$ cat config.mk
export PLATFORM = sky130hd
export DESIGN_NAME = time_slot_interval_allocator
export DESIGN_NICKNAME = d
export VERILOG_FILES = /design/src/rtl/tsia_pkg.sv /design/src/rtl/tsia_div50.sv /design/src/rtl/time_slot_interval_allocator.sv
export SDC_FILE = /design/constraint.sdc
export NUM_CORES = 2
export LEC_CHECK = 0
export ABC_AREA = 1
export BUFFER_PORTS_ARGS = -buffer_cell sky130_fd_sc_hd__buf_2
export CORE_MARGIN = 3
export CORE_UTILIZATION = 60
export DETAILED_ROUTE_END_ITERATION = 8
export GPL_ROUTABILITY_DRIVEN = 0
export PLACE_DENSITY = 0.83
export SYNTH_ARGS = -nofsm -noshare
export SYNTH_HDL_FRONTEND = slang
export SYNTH_SLANG_ARGS = --single-unit
$ cat constraint.sdc
create_clock -name clock -period 19.6 [get_ports clock]
set_input_delay 3.92 -clock clock [delete_from_list [all_inputs] [get_ports clock]]
set_output_delay 3.92 -clock clock [all_outputs]
set_load 0.1 [all_outputs]
$ cat src/rtl/tsia_pkg.sv
`default_nettype none
// ----------------------------------------------------------------------------
// Time-slot interval allocator package
// Shared codes, widths and the sequencer state type.
// ----------------------------------------------------------------------------
package tsia_pkg;

   localparam int unsigned TIME_W      = 32;
   localparam int unsigned SESSION_W   = 8;
   localparam int unsigned FREE_W      = 5;
   localparam int unsigned SEARCH_STEP = 50;

   // Numerator of the step divide: run length plus rounding, below 2^33.
   localparam int unsigned DIV_W     = TIME_W + 1;
   localparam int unsigned REM_W     = $clog2(SEARCH_STEP);

   // floor(n / 50) = (floor(n / 2) * STEP_RECIP) >> STEP_RECIP_SHIFT for n below 2^33
   localparam logic [TIME_W-1:0] STEP_RECIP       = 32'h51EB_851F;
   localparam int unsigned       STEP_RECIP_SHIFT = 35;

   typedef enum logic [1:0] {
      FUNC_ALLOC   = 2'd0,
      FUNC_RELEASE = 2'd1,
      FUNC_QUERY   = 2'd2
   } func_type;

   typedef enum logic [1:0] {
      STAT_DONE      = 2'd0,
      STAT_HELD      = 2'd1,
      STAT_FULL      = 2'd2,
      STAT_NOT_FOUND = 2'd3
   } status_type;

   typedef enum logic [2:0] {
      ST_IDLE,
      ST_SETUP,
      ST_SCAN,
      ST_EVAL,
      ST_DIV,
      ST_RESP
   } state_type;

endpackage : tsia_pkg
`default_nettype wire

$ cat src/rtl/tsia_div50.sv
`default_nettype none
// ----------------------------------------------------------------------------
// Step divider
// Divide of a 33-bit value by the search step through a reciprocal multiply:
// start registers the numerator, then quotient and done are registered together.
// ----------------------------------------------------------------------------
module tsia_div50
   import tsia_pkg::*;
(
   input  wire logic             clock,
   input  wire logic             reset,
   input  wire logic             start,
   input  wire logic [DIV_W-1:0] num,
   output logic                  done,
   output logic [DIV_W-1:0]      quot,
   output logic [REM_W-1:0]      rem
);

   logic                  busy_ff, busy_in;
   logic                  done_ff, done_in;
   logic [DIV_W-1:0]      num_ff, num_in;
   logic [DIV_W-1:0]      quot_ff, quot_in;
   logic [2*TIME_W-1:0]   product;

   always_comb begin
      // halve first, then divide by 25 with a 32 x 32 multiply
      product = (2*TIME_W)'(num_ff[DIV_W-1:1]) * (2*TIME_W)'(STEP_RECIP);
      busy_in = 1'b0;
      done_in = 1'b0;
      num_in  = num_ff;
      quot_in = quot_ff;
      if (start) begin
         busy_in = 1'b1;
         num_in  = num;
      end else if (busy_ff) begin
         quot_in = DIV_W'(product[2*TIME_W-1:STEP_RECIP_SHIFT]);
         done_in = 1'b1;
      end
   end

   always_ff @(posedge clock) begin
      if (reset) begin
         busy_ff <= 1'b0;
         done_ff <= 1'b0;
      end else begin
         busy_ff <= busy_in;
         done_ff <= done_in;
      end
      num_ff  <= num_in;
      quot_ff <= quot_in;
   end

   // remainder is below the step, so the low bits of num - 50 * quot suffice
   assign done = done_ff;
   assign quot = quot_ff;
   assign rem  = num_ff[REM_W-1:0] - quot_ff[REM_W-1:0] * REM_W'(SEARCH_STEP);

endmodule : tsia_div50
`default_nettype wire

$ cat src/rtl/time_slot_interval_allocator.sv
`default_nettype none
// ----------------------------------------------------------------------------
// Time-slot interval allocator
// Slot table with owner lookup, wrapping-interval start search and release.
// ----------------------------------------------------------------------------
//
//  channel | ports                      | payload, low bit first
//  --------+----------------------------+-------------------------------------
//  req     | req_tvalid/tready/tdata/   | tuser: func[1:0]
//          | tuser                      | tdata: session[7:0], length[39:8]
//  rsp     | rsp_tvalid/tready/tdata    | tdata: status[1:0], granted_start
//          |                            | [33:2], free_entries[38:34], pad
//  csr     | csr_valid/ready/data       | search_origin[31:0], always ready
//
//  Release, status query and the early allocate answers (already held, table
//  full) go straight from accept to the response register. An allocate that
//  searches passes, per candidate start, through setup, a scan of every table
//  entry and evaluate; each rejected candidate adds a jump divide (reciprocal
//  multiply) in the step divider before the next one. The search time depends
//  on the entry scan and the number of rejected candidates.
//  Reset is synchronous and clears the valid bits, search origin and
//  sequencer. One request is in flight at a time: req_tready is low from
//  accept until the response has been taken, and a stalled response holds.
// ----------------------------------------------------------------------------
module time_slot_interval_allocator
   import tsia_pkg::*;
#(
   parameter int unsigned SLOT_ENTRIES = 8
)
(
   input  wire logic        clock,
   input  wire logic        reset,
   // request: session[7:0], length[39:8]
   input  wire logic        req_tvalid,
   output logic             req_tready,
   input  wire logic [39:0] req_tdata,
   // request kind: func[1:0]
   input  wire logic [1:0]  req_tuser,
   // response: status[1:0], granted_start[33:2], free_entries[38:34], zero
   output logic             rsp_tvalid,
   input  wire logic        rsp_tready,
   output logic [39:0]      rsp_tdata,
   // search origin write
   input  wire logic        csr_valid,
   output logic             csr_ready,
   input  wire logic [31:0] csr_data
);

   localparam int unsigned IDX_W = (SLOT_ENTRIES > 1) ? $clog2(SLOT_ENTRIES) : 1;

   // control
   state_type              state_ff, state_in;
   logic [SLOT_ENTRIES-1:0] valid_ff, valid_in;
   logic [TIME_W-1:0]      origin_ff;
   logic [IDX_W-1:0]       idx_ff, idx_in;

   // search datapath
   logic [TIME_W-1:0]      s_ff, s_in;
   logic [TIME_W-1:0]      k_ff, k_in;
   logic [TIME_W-1:0]      u_ff, u_in;
   logic [TIME_W:0]        wrap_ff, wrap_in;
   logic [TIME_W:0]        run_ff, run_in;
   logic [DIV_W-1:0]       num_ff, num_in;
   logic [SESSION_W-1:0]   session_ff, session_in;
   logic [TIME_W-1:0]      len_ff, len_in;
   status_type             status_ff, status_in;
   logic [TIME_W-1:0]      grant_ff, grant_in;

   // slot table; entries are only read where the valid bit is set
   logic [SESSION_W-1:0]   owner_ff [SLOT_ENTRIES];
   logic [TIME_W-1:0]      start_ff [SLOT_ENTRIES];
   logic [TIME_W-1:0]      end_ff   [SLOT_ENTRIES];
   logic                   wr_en;
   logic [IDX_W-1:0]       wr_idx;

   // lookups
   logic                   own_hit;
   logic [IDX_W-1:0]       own_idx;
   logic                   free_hit;
   logic [IDX_W-1:0]       free_idx;
   logic [FREE_W-1:0]      free_cnt;

   // scan compare
   logic                   hit;
   logic [TIME_W:0]        cand_end;

   // divider
   logic                   div_start;
   logic                   div_done;
   logic [DIV_W-1:0]       div_quot;
   logic [REM_W-1:0]       div_rem;

   func_type               req_func;
   logic [SESSION_W-1:0]   req_session;
   logic [TIME_W-1:0]      req_length;

   assign req_func    = func_type'(req_tuser);
   assign req_session = req_tdata[SESSION_W-1:0];
   assign req_length  = req_tdata[SESSION_W +: TIME_W];

   // owner lookup, first free entry and free count over the valid bits
   always_comb begin
      own_hit  = 1'b0;
      own_idx  = '0;
      free_hit = 1'b0;
      free_idx = '0;
      free_cnt = '0;
      for (int i = SLOT_ENTRIES - 1; i >= 0; i--) begin
         if (valid_ff[i] && owner_ff[i] == req_session) begin
            own_hit = 1'b1;
            own_idx = IDX_W'(i);
         end
         if (!valid_ff[i]) begin
            free_hit = 1'b1;
            free_idx = IDX_W'(i);
            free_cnt = free_cnt + FREE_W'(1);
         end
      end
   end

   // overlap of the current candidate with the scanned entry, and the end of
   // the run of candidates that overlap it (the lesser of entry end and the
   // point where the candidate's own end wraps)
   always_comb begin
      hit      = valid_ff[idx_ff] && (s_ff < end_ff[idx_ff]) && (u_ff > start_ff[idx_ff]);
      cand_end = ({1'b0, end_ff[idx_ff]} < wrap_ff) ? {1'b0, end_ff[idx_ff]} : wrap_ff;
   end

   // sequencer
   always_comb begin
      state_in   = state_ff;
      valid_in   = valid_ff;
      idx_in     = idx_ff;
      s_in       = s_ff;
      k_in       = k_ff;
      u_in       = u_ff;
      wrap_in    = wrap_ff;
      run_in     = run_ff;
      num_in     = num_ff;
      session_in = session_ff;
      len_in     = len_ff;
      status_in  = status_ff;
      grant_in   = grant_ff;
      wr_en      = 1'b0;
      wr_idx     = free_idx;
      div_start  = 1'b0;
      req_tready = (state_ff == ST_IDLE);
      rsp_tvalid = (state_ff == ST_RESP);

      case (state_ff)
         ST_IDLE: begin
            if (req_tvalid) begin
               session_in = req_session;
               len_in     = req_length;
               grant_in   = '0;
               status_in  = STAT_DONE;
               state_in   = ST_RESP;
               case (req_func)
                  FUNC_ALLOC: begin
                     if (own_hit) begin
                        status_in = STAT_HELD;
                     end else if (!free_hit) begin
                        status_in = STAT_FULL;
                     end else begin
                        s_in     = origin_ff;
                        k_in     = '0;
                        state_in = ST_SETUP;
                     end
                  end
                  FUNC_RELEASE: begin
                     if (own_hit) begin
                        valid_in[own_idx] = 1'b0;
                     end else begin
                        status_in = STAT_NOT_FOUND;
                     end
                  end
                  default: begin
                     // status query; the unused code behaves the same
                  end
               endcase
            end
         end
         ST_SETUP: begin
            // per-candidate terms: wrapped end and the wrap point
            u_in     = s_ff + len_ff;
            wrap_in  = {1'b0, s_ff} + {1'b1, TIME_W'(0)} - {1'b0, s_ff + len_ff};
            run_in   = '0;
            idx_in   = '0;
            state_in = ST_SCAN;
         end
         ST_SCAN: begin
            if (hit && cand_end > run_ff) begin
               run_in = cand_end;
            end
            if (idx_ff == IDX_W'(SLOT_ENTRIES - 1)) begin
               state_in = ST_EVAL;
            end else begin
               idx_in = idx_ff + IDX_W'(1);
            end
         end
         ST_EVAL: begin
            if (run_ff == '0) begin
               // candidate clear of every active entry: grant it
               wr_en            = 1'b1;
               valid_in[wr_idx] = 1'b1;
               grant_in         = s_ff;
               status_in        = STAT_DONE;
               state_in         = ST_RESP;
            end else begin
               // jump past the run: ceil((run_end - s) / step) steps
               num_in    = run_ff - {1'b0, s_ff} + DIV_W'(SEARCH_STEP - 1);
               div_start = 1'b1;
               state_in  = ST_DIV;
            end
         end
         ST_DIV: begin
            if (div_done) begin
               k_in = k_ff + div_quot[TIME_W-1:0];
               s_in = s_ff + num_ff[TIME_W-1:0] - TIME_W'(div_rem);
               if (k_in[TIME_W-1]) begin
                  // one full period of candidates without a free start
                  status_in = STAT_FULL;
                  grant_in  = '0;
                  state_in  = ST_RESP;
               end else begin
                  state_in = ST_SETUP;
               end
            end
         end
         ST_RESP: begin
            if (rsp_tready) begin
               state_in = ST_IDLE;
            end
         end
         default: begin
            state_in = ST_IDLE;
         end
      endcase
   end

   always_ff @(posedge clock) begin
      if (reset) begin
         state_ff  <= ST_IDLE;
         valid_ff  <= '0;
         origin_ff <= '0;
      end else begin
         state_ff <= state_in;
         valid_ff <= valid_in;
         if (csr_valid) begin
            origin_ff <= csr_data;
         end
      end
      idx_ff     <= idx_in;
      s_ff       <= s_in;
      k_ff       <= k_in;
      u_ff       <= u_in;
      wrap_ff    <= wrap_in;
      run_ff     <= run_in;
      num_ff     <= num_in;
      session_ff <= session_in;
      len_ff     <= len_in;
      status_ff  <= status_in;
      grant_ff   <= grant_in;
   end

   // table write on grant; the stored end is start plus length, wrapped
   always_ff @(posedge clock) begin
      if (wr_en) begin
         owner_ff[wr_idx] <= session_ff;
         start_ff[wr_idx] <= s_ff;
         end_ff[wr_idx]   <= s_ff + len_ff;
      end
   end

   tsia_div50 u_div (
      .clock (clock),
      .reset (reset),
      .start (div_start),
      .num   (num_in),
      .done  (div_done),
      .quot  (div_quot),
      .rem   (div_rem)
   );

   // free count follows the valid bits, which hold while the response waits
   assign rsp_tdata = {1'b0, free_cnt, grant_ff, status_ff};
   assign csr_ready = 1'b1;

endmodule : time_slot_interval_allocator
`default_nettype wire

---- Word-level counts from Yosys, hierarchy flattened ----
Memory sizes are Yosys's and may differ from the RTL's. A register that Yosys moved wholly into a read port is not among the register bits.
Cells that the tools add are included.
cells by class
  bitwise operators ....................... 4
  $add $sub $neg .......................... 17
  reductions and logical operators ........ 29
  div/mod/pow operators ................... 0
  muxes and demuxes ....................... 104
  equality and inequality tests ........... 28
  $lt $le $gt $ge ......................... 9
  $mul .................................... 2
  shift operators ......................... 0
operators by type and width
  operator                                                               number
  32-bit 2-to-1 mux                                                      14
  33-bit 2-to-1 mux                                                      4
  32-bit case mux with 2 select lines                                    2
  32-bit case mux with 3 select lines                                    1
  3-bit 2-to-1 mux                                                       27
  33-bit case mux with 2 select lines                                    1
  33-bit by 32-bit subtractor with 33-bit output                         2
  32-bit adder                                                           2
  8-bit equality test                                                    8
  32-bit by 31-bit multiplier with 63-bit output, second input constant  1
  5-bit by 1-bit adder with 5-bit output, second input constant          7
  5-bit 2-to-1 mux                                                       7
  32-bit by 33-bit adder with 33-bit output, second input constant       1
  33-bit by 6-bit adder with 33-bit output, second input constant        1
  33-bit > comparator                                                    1
  33-bit logical NOT                                                     1
  32-bit by 33-bit < comparator with 1-bit output                        1
  32-bit by 28-bit adder with 32-bit output                              1
  32-bit > comparator                                                    1
  32-bit < comparator                                                    1
  8-bit 2-to-1 mux                                                       4
  32-bit by 6-bit subtractor with 32-bit output                          1
  1-bit 2-to-1 mux                                                       29
  3-bit case mux with 6 select lines                                     1
  other kinds (32)                                                       74
storage, ports and cells
  bits of input ports ..................... 79
  word-level logic and storage cells ...... 214
  bits in latches ......................... 0
  RAM bits ................................ 576
  memories ................................ 3
  flip-flop bits (word level) ............. 378
  ROM bits ................................ 0
memories
  memory    words  bits a word  read ports  clocked after memory_dff  wr ports  line                                source
  end_ff    8      32           1           1                         1         time_slot_interval_allocator.sv:72  logic [TIME_W-1:0] end_ff [SLOT_ENTRIES];
  start_ff  8      32           1           1                         1         time_slot_interval_allocator.sv:71  logic [TIME_W-1:0] start_ff [SLOT_ENTRIES];
  owner_ff  8      8            8           0                         1         time_slot_interval_allocator.sv:70  logic [SESSION_W-1:0] owner_ff [SLOT_ENTRIES];

---- Logic depth before layout (Yosys ltp) ----
An unclocked memory read counts as a cell.
  word-level depth ........................ 21
  depth in mapped cells ................... 34
  mapped depth without buffers ............ 30

---- Cells and area by module ----
From an unflattened synthesis, not the netlist that was laid out.
second synthesis, totals
  cells, all modules ...................... 7533
  area total of the unflattened synthesis .. 69456.6 sq um
modules (own cells, without submodules)
  module                        area an instance (sq um)  cells an instance  seq. area each (sq um)  times used
  time_slot_interval_allocator  47814.6                   4952               26055.0                 1
  tsia_div50                    21642.0                   2581               1871.8                  1

---- Worst setup path after synthesis ----
Ideal clock, no wire load.
  kind .................................... flip-flop to output port
  start ................................... register valid_ff[7]
  end ..................................... output rsp_tdata[35]
  data required time ...................... 15.680 ns
  stages on the path, launching flop included .. 19
  buffers on the path ..................... 0
  slack ................................... 10.743 ns
  data arrival time ....................... 4.937 ns
  path through ............................ dfxtp_1 inv_1 ha_1 xor2_4 inv_1 ha_1 nand2_1 nand2_1 ha_1 inv_1 o21ai_2 ha_1 inv_1 o21ai_2 ha_1 inv_1 o21ai_0 inv_1 o21ai_0
between the ends
  cells in the longest elaborated chain, start to end .. 15
ends and longest elaborated chain
  item                                    line                                 source
  start: declaration                      time_slot_interval_allocator.sv:53   logic [SLOT_ENTRIES-1:0] valid_ff, valid_in;
  start signal: assignment                time_slot_interval_allocator.sv:248  valid_ff <= valid_in;
  1-bit 2-to-1 mux (*)                    time_slot_interval_allocator.sv:113  if (!valid_ff[i]) begin
  5-bit by 1-bit adder with 5-bit output  time_slot_interval_allocator.sv:116  free_cnt = free_cnt + FREE_W'(1);
  5-bit 2-to-1 mux (*)                    time_slot_interval_allocator.sv:113
  5-bit by 1-bit adder with 5-bit output  time_slot_interval_allocator.sv:116
  5-bit 2-to-1 mux (*)                    time_slot_interval_allocator.sv:113
  5-bit by 1-bit adder with 5-bit output  time_slot_interval_allocator.sv:116
  5-bit 2-to-1 mux (*)                    time_slot_interval_allocator.sv:113
  5-bit by 1-bit adder with 5-bit output  time_slot_interval_allocator.sv:116
  5-bit 2-to-1 mux (*)                    time_slot_interval_allocator.sv:113
  5-bit by 1-bit adder with 5-bit output  time_slot_interval_allocator.sv:116
  5-bit 2-to-1 mux (*)                    time_slot_interval_allocator.sv:113
  5-bit by 1-bit adder with 5-bit output  time_slot_interval_allocator.sv:116
  5-bit 2-to-1 mux (*)                    time_slot_interval_allocator.sv:113
  5-bit by 1-bit adder with 5-bit output  time_slot_interval_allocator.sv:116
  5-bit 2-to-1 mux (*)                    time_slot_interval_allocator.sv:113
  end: declaration                        time_slot_interval_allocator.sv:42   output logic [39:0] rsp_tdata,
Mark *: on every way between the ends. The rest lies on a longest branch, timed or not.

---- Worst setup path after layout ----
  start ................................... register valid_ff[7]
  end ..................................... output rsp_tdata[38]
The elaborated chain is that of the path after synthesis.

==> results.sh <==
export IMPL_outcome="complete, no violations"
export IMPL_synth_cell_types=68
export IMPL_core_area_um2=112000
export IMPL_die_h_um=343
export IMPL_rr_endpoint="run_ff[23]"
export IMPL_path_cells="inv_1, ha_1, xor2_4, inv_1, ha_1, nand2_1, nand2_1, ha_1, inv_1, o21ai_2, ha_1, inv_1, o21ai_2, ha_1, inv_1, o21ai_0, ha_1, nand2_1, nor2_2, nand3_1, nand2_1, buf_2"
export IMPL_synthFlopType="edfxtp_1"
export IMPL_cpMostUsedCell="ha_1"
export IMPL_rrSetupSlack_ps=11170
export IMPL_drive_gt1_share_pct=6.75
export IMPL_cts_clk_slew_worst_paths_ps=70
export IMPL_crit_required_ps=15680
export IMPL_start_kind="flop"
export IMPL_yosysMostFrequentCell="inv_1"
export IMPL_cts_tree="yes"
export IMPL_firstDrtPassIters=6
export IMPL_grt_pass1_wl_mm=300
export IMPL_layout_cells_non_filler=8704
export IMPL_ios=122
export IMPL_ys_warnings_count=0
export IMPL_slowest_stage="buf_2"
export IMPL_worst_pin_slew_ps=1240
export IMPL_via_per_inst=6.10
export IMPL_grt_pass1_vias=53200
export IMPL_drtAntennaViolNets=0
export IMPL_cts_max_path_buffers=3
export IMPL_synth_edf_count=876
export IMPL_synthTopCellsByArea="edfxtp_1 (39%), ha_1 (14%), fa_1 (12%), inv_1 (7.3%), nand2_1 (4.6%)"
export IMPL_clock_skew_ps=40.4
export IMPL_syn2layout_area_growth_pct=7.92
export IMPL_numPortBuffers=119
export IMPL_ys_ff_latch=957
export IMPL_async_flop_share_pct=0
export IMPL_antenna_found_initial=3
export IMPL_yosysTopAreaCell="edfxtp_1"
export IMPL_crit_path_max_incr_delay_ps=420
export IMPL_overflow=0
export IMPL_setup_viol=0
export IMPL_nFillCells=8089
export IMPL_hold_viol_final=0
export IMPL_multi_input_area_um2=34400
export IMPL_rsz0062_at_grt="no"
export IMPL_die_w_um=343
export IMPL_arrival_ps=4780
export IMPL_cts_root_buf="clkbuf_16"
export IMPL_h_tree_depth=3
export IMPL_post_place_cells=8539
export IMPL_crit_start="valid_ff[7]"
export IMPL_insertion_delay_ps=690
export IMPL_synth_area_um2=68000
export IMPL_yosysSeqAreaShare_pct=41.1
export IMPL_slew_viol_final=0
export IMPL_grt_use_total_pct=33.5
export IMPL_post_drt_wl_per_cell_um=22.7
export IMPL_reg2reg_depth=28
export IMPL_yosysTopAreaCellShare_pct=38.7
export IMPL_cts_made_buffers=88
export IMPL_syn_area_per_cell_um2=9.69
export IMPL_timing_setup_tns_ps=0
export IMPL_place_hpwl_mm=146
export IMPL_rows=122
export IMPL_cts_resized=0
export IMPL_drcViolationCount=0
export IMPL_critPathKind="flop to output port"
export IMPL_vias=53100
export IMPL_synth_common_cells="inv_1 (1,325), edfxtp_1 (876), nand2_1 (834), ha_1 (746), nor2_1 (694)"
export IMPL_period_minus_slack_ps=8700
export IMPL_period_share_pct=44.4
export IMPL_maxSlewHeadroom_pct=17.0
export IMPL_dieArea_um2=117000
export IMPL_fmax_mhz=115
export IMPL_critical_path_top_delay_family="adder cells"
export IMPL_drv_cap=0
export IMPL_cp_depth=22
export IMPL_detail_route_iter0_violations=6222
export IMPL_min_from="num_ff[32]"
export IMPL_initial_core_util_pct=60.9
export IMPL_cts_sinks=957
export IMPL_seqCellArea_um2=27900
export IMPL_worstPathMaxFanout=5
export IMPL_num_antenna_cells=0
export IMPL_postCtsHoldBufs=0
export IMPL_hold_class="flop to flop"
export IMPL_setup_worst_path_end="rsp_tdata[38]"
export IMPL_grt_max_degree=103
export IMPL_synthCells=7018
export IMPL_postCtsSetupRepairBufs=0
export IMPL_cp_num_buf_inv=6
export IMPL_final_net_count=8366
export IMPL_wirelength_mm=197
export IMPL_endpoint_kind="output port"
==> routing by layer <==
layer / global-route usage, % / wire [µm] / up-vias
met5: 0 / 7 / -
met4: 25.5 / 17800 / 2
met3: 7.34 / 21200 / 908
met2: 53.8 / 90300 / 3346
met1: 39.6 / 67900 / 25100
li1: - / - / 23700
==> cells in the final DEF, fill, tap and decap left out, types with 90 or more instances in the layout <==
master	instances
edfxtp_1	876
a21oi_1	382
nor2_1	688
ha_1	746
nand3_1	169
buf_2	119
clkbuf_16	93
o21ai_0	570
o22ai_1	97
nand2_1	834
xor2_1	90
inv_1	1320
fa_1	400
==> flip-flops by register name (all words and copies together), names as in the netlist, 33 cells and up, named ones only <==
signal / cells
end_ff: 256
owner_ff: 64
wrap_ff: 33
run_ff: 33
num_ff: 33
u_div.num_ff: 33
start_ff: 256
==> cells by family (layout without fill, tap and decap cells) <==
group	count (synthesis)	after routing	share of synthesized area (%)
buffers and inverters	1490	1686	8.43
multiplexers	1	1	0.0166
adder cells (fa/ha/maj)	1146	1146	25.5
flip-flops	957	957	41.1
XOR/XNOR	144	144	1.91
other	2	4	0.0110
AND/OR/NAND/NOR	1932	1932	11.8
AO/OA/AOI/OAI	1346	1346	11.2
==> worst register-to-register path: cells and delay by family (launching register included) <==
kind | cells | cell delay (ps)
compound gates | 9 | 2360
fa+ha+maj | 2 | 670
buf+inv | 6 | 2140
flops | 1 | 540
simple gates | 11 | 2390
==> layout make-up <==
cell class	instances	share of cell area, %
inverters	1338	6.86
well taps	1488	2.54
multi-input cells	4573	46.9
repair buffers	183	1.47
flip-flops and latches	957	38.1
clock buffers	113	3.36
clock inverters	52	0.808
==> stage by stage <==
step | setup slack (ps) | utilization (%) | cell area [µm²] | hold WS (ps)
5_1_grt | 10630 | 65.7 | 73400 | 501
3_5_place_dp | 11540 | 63.0 | 70300 | 459
2_1_floorplan | 10740 | - | 68000 | 425
4_1_cts | 10900 | 65.7 | 73400 | 482
6_report | 10900 | 65.7 | 73400 | 479
3_3_place_gp | 11750 | 63.0 | 70300 | 454
==> worst min-delay path by stage <==
| stage | end | cells after the start |
|---|---|---|
| floorplan | u_div.done | 2 |
| global placement | num_ff[32] | 2 |
| detailed placement | num_ff[32] | 2 |
| CTS | num_ff[32] | 2 |
| global route | num_ff[32] | 2 |
| finish | num_ff[32] | 2 |
Power is left out: the tool's default activity adds up to more than one toggle a clock period on the data nets, which glitch-free logic cannot reach.
